## config.mk

```make
export PLATFORM = sky130hd
export DESIGN_NAME = keycode_to_char_sticky_modifiers_top
export DESIGN_NICKNAME = d
export VERILOG_FILES = /design/src/rtl/core/kcsm_pkg.sv /design/src/rtl/core/keycode_to_char_sticky_modifiers_top.sv /design/src/rtl/core/kcsm_front.sv /design/src/rtl/core/kcsm_queue.sv /design/src/rtl/core/kcsm_back.sv
export VERILOG_INCLUDE_DIRS = /design/src /design/src/rtl/core
export SDC_FILE = /design/constraint.sdc
export NUM_CORES = 1
export LEC_CHECK = 0
export BUFFER_PORTS_ARGS = -buffer_cell sky130_fd_sc_hd__buf_2
export CAP_MARGIN = 20
export CORE_ASPECT_RATIO = 2
export CORE_MARGIN = 3
export CORE_UTILIZATION = 55
export CTS_CLUSTER_SIZE = 25
export DETAILED_ROUTE_END_ITERATION = 10
export PLACE_DENSITY_LB_ADDON = 0.15
export SLEW_MARGIN = 0
export SYNTH_ARGS = -nofsm -noshare
export SYNTH_HDL_FRONTEND = slang
export SYNTH_SLANG_ARGS = --single-unit
```

## constraint.sdc

```tcl
create_clock -name clk -period 4.3 [get_ports clk]
set_clock_uncertainty 0.15 [all_clocks]
set_input_delay 0.86 -clock clk [delete_from_list [all_inputs] [get_ports clk]]
set_output_delay 0.86 -clock clk [all_outputs]
set_load 0.03 [all_outputs]
```

## src/rtl/core/keycode_to_char_sticky_modifiers_top_macros.svh

```systemverilog
// Assertion helpers for the key translator.
`ifndef KEYCODE_TO_CHAR_STICKY_MODIFIERS_TOP_MACROS_SVH
`define KEYCODE_TO_CHAR_STICKY_MODIFIERS_TOP_MACROS_SVH

// Same-cycle implication, ignored while reset is held.
`define KCSM_ASSERT_NOW(label, clk_s, rstn_s, ante, cons) \
  label: assert property (@(posedge clk_s) disable iff (!(rstn_s)) (ante) |-> (cons)) \
    else $error("keycode_to_char_sticky_modifiers_top: same-cycle check failed");

// Next-cycle implication, ignored while reset is held.
`define KCSM_ASSERT_NEXT(label, clk_s, rstn_s, ante, cons) \
  label: assert property (@(posedge clk_s) disable iff (!(rstn_s)) (ante) |=> (cons)) \
    else $error("keycode_to_char_sticky_modifiers_top: next-cycle check failed");

`endif

```

## src/rtl/core/kcsm_pkg.sv

```systemverilog
package kcsm_pkg;

  typedef struct packed {
    logic       key_down;
    logic [6:0] key_code;
  } in_item_t;

  typedef struct packed {
    logic [7:0] char_code;
    logic       pressed;
    logic [6:0] hid_code;
    logic [1:0] modifier_bits;
    logic       last_of_pair;
  } out_item_t;

  // One queued key-down: both halves of the pair are built from it
  typedef struct packed {
    logic [7:0] char_code;
    logic [6:0] hid_code;
    logic [1:0] modifier_bits;
  } pair_t;

  typedef struct packed {
    logic full;
    logic empty;
  } q_stat_t;

  localparam int CFG_DATA_W = 8;
  localparam int CFG_ADDR_W = 1;

  localparam logic [CFG_ADDR_W-1:0] CFG_SHIFT_KEY = 1'd0;
  localparam logic [CFG_ADDR_W-1:0] CFG_FN_KEY    = 1'd1;

  localparam logic [7:0] SHIFT_KEY_RESET = 8'hE1;
  localparam logic [6:0] FN_KEY_RESET    = 7'h3A;

  localparam logic [1:0] MODE_OFF  = 2'd0;
  localparam logic [1:0] MODE_ONE  = 2'd1;
  localparam logic [1:0] MODE_LOCK = 2'd2;

  localparam logic [1:0] MOD_SHIFT = 2'd2;
  localparam logic [1:0] MOD_NONE  = 2'd0;

  localparam logic [6:0] CODE_MENU = 7'h44;
  localparam logic [6:0] CODE_FILE = 7'h43;

  localparam logic [6:0] CODE_A      = 7'h04;
  localparam logic [6:0] CODE_Z      = 7'h1D;
  localparam logic [6:0] CODE_RIGHT  = 7'h4F;
  localparam logic [6:0] CODE_LEFT   = 7'h50;
  localparam logic [6:0] CODE_DOWN   = 7'h51;
  localparam logic [6:0] CODE_UP     = 7'h52;
  localparam logic [6:0] CODE_KP_1   = 7'h59;
  localparam logic [6:0] CODE_KP_9   = 7'h61;

  localparam logic [7:0] LAYER_GLYPHS [26] = '{
    8'h7C, 8'h3E, 8'h7E, 8'h2C, 8'h40, 8'h3F, 8'h27, 8'h3A, 8'h26, 8'h3B,
    8'h7B, 8'h7D, 8'h5D, 8'h5B, 8'h28, 8'h29, 8'h21, 8'hA3, 8'h23, 8'h24,
    8'h5E, 8'h3C, 8'h22, 8'h5C, 8'h25, 8'h00
  };

  function automatic logic [1:0] step_mode(input logic [1:0] m);
    logic [1:0] r;
    begin
      unique case (m)
        MODE_OFF: r = MODE_ONE;
        MODE_ONE: r = MODE_LOCK;
        default:  r = MODE_OFF;
      endcase
      return r;
    end
  endfunction

  function automatic logic [7:0] translate(input logic [6:0] code, input logic shift,
                                           input logic fn);
    logic [4:0] idx;
    logic [7:0] ch;
    begin
      idx = 5'(code - CODE_A);
      ch  = 8'h00;
      if (code >= CODE_A && code <= CODE_Z) begin
        if (fn && LAYER_GLYPHS[idx] != 8'h00) ch = LAYER_GLYPHS[idx];
        else ch = (shift ? 8'h41 : 8'h61) + {3'b000, idx};
      end else if (fn && code == CODE_RIGHT) begin
        ch = 8'd3;   // End
      end else if (fn && code == CODE_LEFT) begin
        ch = 8'd2;   // Home
      end else if (fn && (code == CODE_DOWN || code == CODE_UP)) begin
        ch = 8'h00;
      end else begin
        unique case (code)
          7'h28:      ch = 8'd10;
          7'h29:      ch = 8'd27;
          7'h2A:      ch = 8'd8;
          7'h2C:      ch = 8'h20;
          7'h2E:      ch = 8'h3D;
          7'h37:      ch = 8'h2E;
          CODE_RIGHT: ch = 8'd19;
          CODE_LEFT:  ch = 8'd20;
          CODE_DOWN:  ch = 8'd18;
          CODE_UP:    ch = 8'd17;
          7'h54:      ch = 8'h2F;
          7'h55:      ch = 8'h2A;
          7'h56:      ch = 8'h2D;
          7'h57:      ch = 8'h2B;
          7'h58:      ch = 8'd10;
          7'h62:      ch = 8'h30;
          7'h63:      ch = 8'h2E;
          default: begin
            if (code >= CODE_KP_1 && code <= CODE_KP_9)
              ch = 8'h31 + {1'b0, 7'(code - CODE_KP_1)};
            else
              ch = 8'h00;
          end
        endcase
      end
      return ch;
    end
  endfunction

endpackage

```

## src/rtl/core/keycode_to_char_sticky_modifiers_top.sv

```systemverilog
// Key event translator with sticky Shift and Fn modes. Push raw key events
// (down flag, 7-bit HID code); every key-down other than the shift or Fn key
// yields a press result followed by a release result, popped from the result
// side. Up to one event is taken per cycle until the internal queue of QUEUE_DEPTH
// key-downs fills; key-ups and shift/Fn presses give nothing.
// The output register issues one result per cycle while results are popped, so
// each translated key-down leaves that single register as a press/release pair.
// The first result passes through the queue and then the output register before
// it shows on the result ports, and can be popped while it shows there.
// Write the key-code registers only while the block is idle.
`include "keycode_to_char_sticky_modifiers_top_macros.svh"

module keycode_to_char_sticky_modifiers_top #(
  parameter int QUEUE_DEPTH = 2
) (
  input  logic                                clk,
  input  logic                                rst_n,
  input  logic                                in_push,
  output logic                                in_full,
  input  kcsm_pkg::in_item_t                  in_data,
  output logic                                out_empty,
  input  logic                                out_pop,
  output kcsm_pkg::out_item_t                 out_data,
  input  logic                                cfg_we,
  input  logic [kcsm_pkg::CFG_ADDR_W-1:0]     cfg_addr,
  input  logic [kcsm_pkg::CFG_DATA_W-1:0]     cfg_wdata
);

  kcsm_pkg::q_stat_t q_stat;
  kcsm_pkg::pair_t   q_wdata;
  kcsm_pkg::pair_t   q_rdata;
  logic              q_push;
  logic              q_pop;
  logic              press_taken;
  logic              release_shown;

  assign in_full = q_stat.full;

  kcsm_front u_front (
    .clk       (clk),
    .rst_n     (rst_n),
    .in_push   (in_push),
    .in_data   (in_data),
    .cfg_we    (cfg_we),
    .cfg_addr  (cfg_addr),
    .cfg_wdata (cfg_wdata),
    .q_stat    (q_stat),
    .q_push    (q_push),
    .q_wdata   (q_wdata)
  );

  kcsm_queue #(
    .DEPTH (QUEUE_DEPTH)
  ) u_queue (
    .clk   (clk),
    .rst_n (rst_n),
    .push  (q_push),
    .wdata (q_wdata),
    .pop   (q_pop),
    .rdata (q_rdata),
    .stat  (q_stat)
  );

  kcsm_back u_back (
    .clk       (clk),
    .rst_n     (rst_n),
    .q_stat    (q_stat),
    .q_rdata   (q_rdata),
    .q_pop     (q_pop),
    .out_pop   (out_pop),
    .out_empty (out_empty),
    .out_data  (out_data)
  );

  assign press_taken   = !out_empty && out_pop && out_data.pressed;
  assign release_shown = !out_empty && out_data.last_of_pair;

  `KCSM_ASSERT_NEXT(a_release_follows_press, clk, rst_n, press_taken, release_shown && $stable(out_data.hid_code))
  `KCSM_ASSERT_NOW(a_key_up_no_push, clk, rst_n, in_push && !in_full && !in_data.key_down, !q_push)
  `KCSM_ASSERT_NOW(a_no_push_when_full, clk, rst_n, q_stat.full, !q_push)

endmodule

```

## src/rtl/core/kcsm_front.sv

```systemverilog
module kcsm_front (
  input  logic                                   clk,
  input  logic                                   rst_n,
  input  logic                                   in_push,
  input  kcsm_pkg::in_item_t                     in_data,
  input  logic                                   cfg_we,
  input  logic [kcsm_pkg::CFG_ADDR_W-1:0]        cfg_addr,
  input  logic [kcsm_pkg::CFG_DATA_W-1:0]        cfg_wdata,
  input  kcsm_pkg::q_stat_t                      q_stat,
  output logic                                   q_push,
  output kcsm_pkg::pair_t                        q_wdata
);

  logic [7:0] shift_key_r, shift_key_nxt;
  logic [6:0] fn_key_r, fn_key_nxt;
  logic [1:0] shift_mode_r, shift_mode_nxt;
  logic [1:0] layer_mode_r, layer_mode_nxt;

  logic accept;
  logic hit_shift;
  logic hit_fn;
  logic is_menu;
  logic shift_on;
  logic layer_on;

  assign accept    = in_push && !q_stat.full && in_data.key_down;
  assign hit_shift = {1'b0, in_data.key_code} == shift_key_r;
  assign hit_fn    = in_data.key_code == fn_key_r;
  assign is_menu   = in_data.key_code == kcsm_pkg::CODE_MENU ||
                     in_data.key_code == kcsm_pkg::CODE_FILE;
  assign shift_on  = shift_mode_r != kcsm_pkg::MODE_OFF;
  assign layer_on  = layer_mode_r != kcsm_pkg::MODE_OFF;

  assign q_push = accept && !hit_shift && !hit_fn;

  always_comb begin
    q_wdata.hid_code      = in_data.key_code;
    q_wdata.modifier_bits = shift_on ? kcsm_pkg::MOD_SHIFT : kcsm_pkg::MOD_NONE;
    q_wdata.char_code     = is_menu ? 8'h00
                          : kcsm_pkg::translate(in_data.key_code, shift_on, layer_on);
  end

  always_comb begin
    shift_key_nxt  = shift_key_r;
    fn_key_nxt     = fn_key_r;
    shift_mode_nxt = shift_mode_r;
    layer_mode_nxt = layer_mode_r;
    if (cfg_we) begin
      unique case (cfg_addr)
        kcsm_pkg::CFG_SHIFT_KEY: shift_key_nxt = cfg_wdata;
        kcsm_pkg::CFG_FN_KEY:    fn_key_nxt    = cfg_wdata[6:0];
        default: ;
      endcase
    end
    if (accept) begin
      if (hit_shift) begin
        shift_mode_nxt = kcsm_pkg::step_mode(shift_mode_r);
      end else if (hit_fn) begin
        layer_mode_nxt = kcsm_pkg::step_mode(layer_mode_r);
      end else if (!is_menu) begin
        // one-press modes are spent by a translated key
        if (shift_mode_r == kcsm_pkg::MODE_ONE) shift_mode_nxt = kcsm_pkg::MODE_OFF;
        if (layer_mode_r == kcsm_pkg::MODE_ONE) layer_mode_nxt = kcsm_pkg::MODE_OFF;
      end
    end
  end

  always_ff @(posedge clk) begin
    if (!rst_n) begin
      shift_key_r  <= kcsm_pkg::SHIFT_KEY_RESET;
      fn_key_r     <= kcsm_pkg::FN_KEY_RESET;
      shift_mode_r <= kcsm_pkg::MODE_OFF;
      layer_mode_r <= kcsm_pkg::MODE_OFF;
    end else begin
      shift_key_r  <= shift_key_nxt;
      fn_key_r     <= fn_key_nxt;
      shift_mode_r <= shift_mode_nxt;
      layer_mode_r <= layer_mode_nxt;
    end
  end

endmodule

```

## src/rtl/core/kcsm_queue.sv

```systemverilog
module kcsm_queue #(
  parameter int DEPTH = 2
) (
  input  logic              clk,
  input  logic              rst_n,
  input  logic              push,
  input  kcsm_pkg::pair_t   wdata,
  input  logic              pop,
  output kcsm_pkg::pair_t   rdata,
  output kcsm_pkg::q_stat_t stat
);

  localparam int PTR_W = (DEPTH > 1) ? $clog2(DEPTH) : 1;
  localparam int CNT_W = $clog2(DEPTH + 1);
  localparam logic [PTR_W-1:0] LAST_PTR = PTR_W'(DEPTH - 1);
  localparam logic [CNT_W-1:0] FULL_CNT = CNT_W'(DEPTH);

  kcsm_pkg::pair_t  entries_r [DEPTH];
  logic [PTR_W-1:0] wr_ptr_r, wr_ptr_nxt;
  logic [PTR_W-1:0] rd_ptr_r, rd_ptr_nxt;
  logic [CNT_W-1:0] count_r, count_nxt;
  logic             do_push;
  logic             do_pop;

  assign stat.full  = count_r == FULL_CNT;
  assign stat.empty = count_r == '0;
  assign do_push    = push && !stat.full;
  assign do_pop     = pop && !stat.empty;
  assign rdata      = entries_r[rd_ptr_r];

  always_comb begin
    wr_ptr_nxt = wr_ptr_r;
    rd_ptr_nxt = rd_ptr_r;
    count_nxt  = count_r;
    if (do_push) wr_ptr_nxt = (wr_ptr_r == LAST_PTR) ? '0 : wr_ptr_r + 1'b1;
    if (do_pop)  rd_ptr_nxt = (rd_ptr_r == LAST_PTR) ? '0 : rd_ptr_r + 1'b1;
    if (do_push && !do_pop)      count_nxt = count_r + 1'b1;
    else if (do_pop && !do_push) count_nxt = count_r - 1'b1;
  end

  always_ff @(posedge clk) begin
    if (!rst_n) begin
      wr_ptr_r <= '0;
      rd_ptr_r <= '0;
      count_r  <= '0;
    end else begin
      wr_ptr_r <= wr_ptr_nxt;
      rd_ptr_r <= rd_ptr_nxt;
      count_r  <= count_nxt;
    end
  end

  always_ff @(posedge clk) begin
    if (do_push) entries_r[wr_ptr_r] <= wdata;
  end

endmodule

```

## src/rtl/core/kcsm_back.sv

```systemverilog
module kcsm_back (
  input  logic                clk,
  input  logic                rst_n,
  input  kcsm_pkg::q_stat_t   q_stat,
  input  kcsm_pkg::pair_t     q_rdata,
  output logic                q_pop,
  input  logic                out_pop,
  output logic                out_empty,
  output kcsm_pkg::out_item_t out_data
);

  kcsm_pkg::pair_t pair_r, pair_nxt;
  logic            valid_r, valid_nxt;
  logic            release_r, release_nxt;   // press already taken, release showing
  logic            taken;

  assign taken     = valid_r && out_pop;
  assign q_pop     = !q_stat.empty && (!valid_r || (taken && release_r));
  assign out_empty = !valid_r;

  always_comb begin
    out_data.char_code     = pair_r.char_code;
    out_data.pressed       = !release_r;
    out_data.hid_code      = pair_r.hid_code;
    out_data.modifier_bits = pair_r.modifier_bits;
    out_data.last_of_pair  = release_r;
  end

  always_comb begin
    pair_nxt    = pair_r;
    valid_nxt   = valid_r;
    release_nxt = release_r;
    if (taken && !release_r) begin
      release_nxt = 1'b1;
    end else if (q_pop) begin
      pair_nxt    = q_rdata;
      valid_nxt   = 1'b1;
      release_nxt = 1'b0;
    end else if (taken) begin
      valid_nxt   = 1'b0;
      release_nxt = 1'b0;
    end
  end

  always_ff @(posedge clk) begin
    if (!rst_n) begin
      valid_r   <= 1'b0;
      release_r <= 1'b0;
    end else begin
      valid_r   <= valid_nxt;
      release_r <= release_nxt;
    end
  end

  always_ff @(posedge clk) begin
    pair_r <= pair_nxt;
  end

endmodule

```

Word-level counts from Yosys, hierarchy flattened
Memory sizes are Yosys's and may differ from the RTL's. A register that Yosys moved wholly into a read port is not among the register bits.
Index checks and enable logic that the tools add are counted.
{"block": "word_totals", "ff_bits": 25, "ramBits": 34, "rom_bits": 256, "in_bits": 22, "output_inout_bits": 21, "elab_cells": 134, "n_memories": 2}
{"memory": "(no name shown)", "depth": 32, "width": 8, "rd": 1, "rd_clocked_by_memory_dff": 0, "write_ports": 0, "line_no": "kcsm_pkg.sv:82", "source": "if (fn && LAYER_GLYPHS[idx] != 8'h00) ch = LAYER_GLYPHS[idx];"}
{"memory": "u_queue.entries_r", "depth": 2, "width": 17, "rd": 1, "rd_clocked_by_memory_dff": 1, "write_ports": 1, "line_no": "kcsm_queue.sv:18", "source": "kcsm_pkg::pair_t entries_r [DEPTH];"}
{"block": "classes", "add_sub_neg": 8, "n_lt_le_gt_ge": 5, "n_eq_ne": 27, "mux": 31, "n_bitwise": 4, "n_reduce_logical": 48}
{"op": "$pmux W8 S15", "count": 1}
{"op": "$eq A7 B7 Y1 const B", "count": 13}
{"op": "$mux W8", "count": 9}
{"op": "$eq A7 B6 Y1 const B", "count": 6}
{"op": "$mux W2", "count": 10}
{"op": "$logic_and A1 B1 Y1", "count": 18}
{"op": "$reduce_bool A2 Y1", "count": 6}
{"op": "$add A6 B7 Y8 const A", "count": 1}
{"op": "$add A8 B5 Y8", "count": 1}
{"op": "$eq A7 B8 Y1", "count": 1}
{"op": "$logic_not A1 Y1", "count": 8}
{"op": "$mux W1", "count": 8}
{"op": "$pmux W2 S2", "count": 2}
{"op": "$reduce_and A2 Y1", "count": 4}
{"op": "$reduce_and A4 Y1", "count": 2}
{"op": "$reduce_bool A8 Y1", "count": 1}
{"op": "$eq A7 B7 Y1", "count": 1}
{"op": "$ge A7 B3 Y1 const B", "count": 1}
{"op": "$ge A7 B7 Y1 const B", "count": 1}
{"op": "$le A7 B5 Y1 const B", "count": 1}
{"op": "$le A7 B7 Y1 const B", "count": 1}
{"op": "$sub A7 B7 Y7 const B", "count": 1}
{"op": "$ge A6 B6 Y1 const B", "count": 1}
{"op": "$logic_not A2 Y1", "count": 3}
{"op": "13 further kinds", "count": 22}

Logic depth before layout (Yosys ltp)
{"block": "logic_depth", "depth_word": 11, "mapped_depth": 11, "ltp_nobuf": 9}

Hierarchy
A second synthesis with hierarchy kept.
{"block": "hier_totals", "hier_cells": 472, "hier_area_um2": 4714.5}
{"mod": "kcsm_front", "n_inst": 1, "cells_each": 364, "area_each_um2": 2628.8}
{"mod": "kcsm_queue", "n_inst": 1, "cells_each": 78, "area_each_um2": 1458.9}
{"mod": "kcsm_back", "n_inst": 1, "cells_each": 30, "area_each_um2": 626.9}

Worst setup path after synthesis
Ideal clock, no wire load.
{"block": "synth_timing", "path_type": "in2reg", "from": "in in_data[2] (netlist bit)", "to": "mem u_queue.entries_r[0][10] (netlist bit) (enable)", "setup_time_ns": 0.412, "t_arrival_ns": 2.861, "setup_slack_ns": 0.878, "path_stages": 7, "path_cell_list": "buf_6 > clkbuf_1 > xor2_1 > nor2_1 > nand3_1 > nand2_1 > nor3_1"}
{"block": "synth_via", "elab_chain_len": 7, "word_cells_on_any_way": 9, "classes_between": "eq/ne (2); mux (2); reduce/logical (5)"}
{"item": "from (decl)", "line_no": "keycode_to_char_sticky_modifiers_top.sv:20", "source": "input kcsm_pkg::in_item_t in_data,"}
{"item": "$eq A7 B8 Y1", "line_no": "kcsm_front.sv:27", "source": "assign hit_shift = {1'b0, in_data.key_code} == shift_key_r;"}
{"item": "$logic_not A1 Y1", "line_no": "kcsm_front.sv:34", "source": "assign q_push = accept && !hit_shift && !hit_fn;"}
{"item": "$logic_and A1 B1 Y1", "line_no": "kcsm_front.sv:34"}
{"item": "$logic_and A1 B1 Y1 (*)", "line_no": "kcsm_front.sv:34"}
{"item": "$logic_and A1 B1 Y1 (*)", "line_no": "kcsm_queue.sv:27", "source": "assign do_push = push && !stat.full;"}
{"item": "$mux W1 (*)", "line_no": "kcsm_queue.sv:54", "source": "if (do_push) entries_r[wr_ptr_r] <= wdata;"}
{"item": "$mux W1 (implied by the code) (*)", "line_no": "kcsm_queue.sv:54"}
{"item": "to (decl)", "line_no": "kcsm_queue.sv:18"}
Mark *: on every way between the ends. The rest lies on a longest branch, timed or not.

==> metrics.yaml <==
synth-simple-area-share: 0.203
num_vias: 3823
finish.net_count: 562
cts_tree: "done"
grt_pass1_vias: 3766
synth.cell_area_mm2: 0.00477
core_area_mm2: 0.00835
ant_nets: 0
synth-async-reset-ratio: 0
rsz0062_at_grt: "false"
synth.largest_area_cell: "edfxtp_1"
cp-end-kind: "flip-flop"
postCtsSetupBuffers: 0
wl_per_cell_um: 20.1
clock-sinks: 73
synth_cell_types: 83
die_y_um: 138
port_buffers: 41
routed_wl_um: 12500
setup_tns_ns: 0
worstHoldStart: "u_front.shift_key_r[7]$_SDFFE_PN1P_"
avgSynthCellArea_um2: 9.72
ys.flop_type: "edfxtp_1"
synth_compound_area_frac: 0.168
post_cts_resize_count: 0
drc_errors: 0
fmax_mhz: 284
arrival_ns: 3.44
clk_pin_slew_ns: 0.06
hold_depth: 2
synth_warnings: 0
cts_root_buf: "clkbuf_16"
vdd_ir_drop_max_mv: 0.320
synthAdderAreaFrac: 0.0524
yosysMostFrequentCell: "nand2_1"
synth.ff_latch_count: 73
max_slew.worst_pin.slew_ns: 0.918
hold_class: "reg -> reg"
viasPerCell: 6.14
r2r_cells: 7
max-clock-path-buffers: 2
setup_viol: 0
critPathLaunchType: "input port"
ys_seq_area_frac: 0.407
grt_pass1_wl_um: 19500
synth_top_area_share: 0.302
synth_top_family_by_area: "simple AND/OR/NAND/NOR gates"
r2r_slack_ns: 1.91
dp_hpwl_um: 9580
drt_iter0_markers: 436
whs_endpoint: "u_front.shift_key_r[7]$_SDFFE_PN1P_"
synthesis.nets: 533
antenna_found_initial: 0
synth_xor_area_frac: 0.0587
p_per_area_mw_per_mm2: 445
worst-setup-path-type: "in -> reg"
grt_max_degree: 30
synth-edff-count: 48
reg2reg_to: "u_queue.count_r[1]$_SDFFE_PN0P_"
firstDrtPassIters: 7
cts_buffers: 9
leakage_nw: 2.07
clock_latency_ns: 0.34
synth_mux_area_frac: 0.0579
cp.required_ns: 4.23
synthTopCellsByCount: "59 x nand2_1, 48 x edfxtp_1, 28 x nor2_1"
post_synth_inst_count: 491
r2r_start: "u_front.shift_key_r[5]$_SDFFE_PN1P_"
cts_max_level: 3
gp_congestion: 0.970
maxCapViolCount: 0
start_util: 0.571
fin_crit_ns: 3.52
maxSlewHeadroom: 0.386
grt.overflow.total: 0
drive_gt1_frac: 0.219
layout_setup_ws_ns: 0.784
fp-row-count: 47
dieArea_mm2: 0.00990
syn2layout_area_growth_pct: 11.4
cp_max_fo: 11
postCtsHoldBufs: 0
drv_slew: 0
io_pins: 43
fin_crit_sh: 0.818
place_ws_ns: 0.485
diodes: 0
die-width_um: 71.9
hold_violations: 0
track_usage: 0.263
outcome: "finished, final reports clean"
synth_area_leaders: "edfxtp_1 30%, dfxtp_1 10%, ha_1 5.2%"
[stage by stage]
stage / power (mW) / area [um2] / hold slack [ns] / util / std cells
6_report: 2.36 / 5320 / 0.320 / 0.637 / 623
2_1_floorplan: 1.45 / 4770 / 0.291 / - / 491
4_1_cts: 2.38 / 5320 / 0.322 / 0.637 / 623
5_1_grt: 2.47 / 5320 / 0.357 / 0.637 / 623
3_5_place_dp: 1.63 / 5010 / 0.312 / 0.600 / 607
3_3_place_gp: 1.62 / 5010 / 0.302 / 0.600 / 607
[worst max path at each step]
stage	slack, ns	from	depth (start not counted)	endpoint
6_report	0.78	in_data[1]	10	u_queue.entries_r[1][12]$_DFFE_PP_
5_1_grt	0.62	in_data[1]	10	u_queue.entries_r[0][12]$_DFFE_PP_
4_1_cts	0.83	in_data[1]	10	u_queue.entries_r[1][12]$_DFFE_PP_
3_5_place_dp	0.49	in_data[1]	10	u_queue.entries_r[1][12]$_DFFE_PP_
3_3_place_gp	0.50	in_data[1]	10	u_queue.entries_r[0][12]$_DFFE_PP_
2_1_floorplan	0.88	in_data[2]	7	u_queue.entries_r[0][10]$_DFFE_PP_
[placed cells by master, fill, tap and decap left out, types with 5 or more instances in the layout]
master      n
nand2_1    59
a21boi_0   13
buf_4      13
and2_1      7
a31oi_1     7
clkbuf_16   9
edfxtp_1   48
nand3_1    20
nand4_1     6
nor3_1      9
dfxtp_1    25
buf_2      41
a21oi_1    13
xor2_1     13
nand3b_1    8
xnor2_1    14
and3_1      6
mux2_2     17
nand2b_1    5
o21a_1      5
inv_1      11
nor2_1     28
ha_1       20
nor2b_1     8
o21ai_0    22
[critical path, stage by stage]
cell	delay, ns
buf_2	0.24
inv_1	0.22
ha_1	0.25
ha_1	0.35
or4_1	0.49
o211ai_1	0.13
xnor2_1	0.16
and3_1	0.21
o21a_1	0.22
a311o_1	0.32
[cells by family (layout without fill, tap and decap cells)]
logic type / Yosys count / count (layout)
AO/OA/AOI/OAI: 111 / 111
XOR/XNOR: 29 / 29
adder cells (fa/ha/maj): 20 / 20
buffers and inverters: 49 / 83
flip-flops: 73 / 73
multiplexers: 23 / 23
other: 1 / 1
AND/OR/NAND/NOR: 185 / 185
[routing by layer]
metal | global-route usage | share of wire | routed length (um)
met5 | 0 | 0 | 0
met4 | 0.162 | 0.064 | 806
met3 | 0.0438 | 0.040 | 506
met2 | 0.498 | 0.55 | 6930
met1 | 0.255 | 0.34 | 4270
[area by class of cell]
| class | instances | area, um2 |
|---|---|---|
| Inverter | 13 | 48.8 |
| Clock inverter | 7 | 78.8 |
| Clock buffer | 9 | 225 |
| Timing Repair Buffer | 54 | 303 |
| Fill cell | 709 | 3040 |
| Sequential cell | 73 | 1940 |
| Multi-Input combinational cell | 369 | 2590 |
| Tap cell | 98 | 123 |
[registers in the layout, summed over array words and instances (netlist names)]
| signal | count |
|---|---|
| u_queue.count_r | 2 |
| u_front.shift_key_r | 8 |
| u_back.out_data | 16 |
| u_queue.wr_ptr_r | 1 |
| u_back.release_r | 1 |
| u_front.layer_mode_r | 2 |
| u_queue.rd_ptr_r | 1 |
| u_front.shift_mode_r | 2 |
| u_queue.entries_r | 32 |
| u_front.fn_key_r | 7 |
| u_back.valid_r | 1 |
[power breakdown]
| group | switching, mW | internal (mW) |
|---|---|---|
| sequential | 0.0542 | 0.893 |
| combinational | 0.438 | 0.228 |
| clock | 0.296 | 0.455 |
Power figures use the tool's default switching activity.
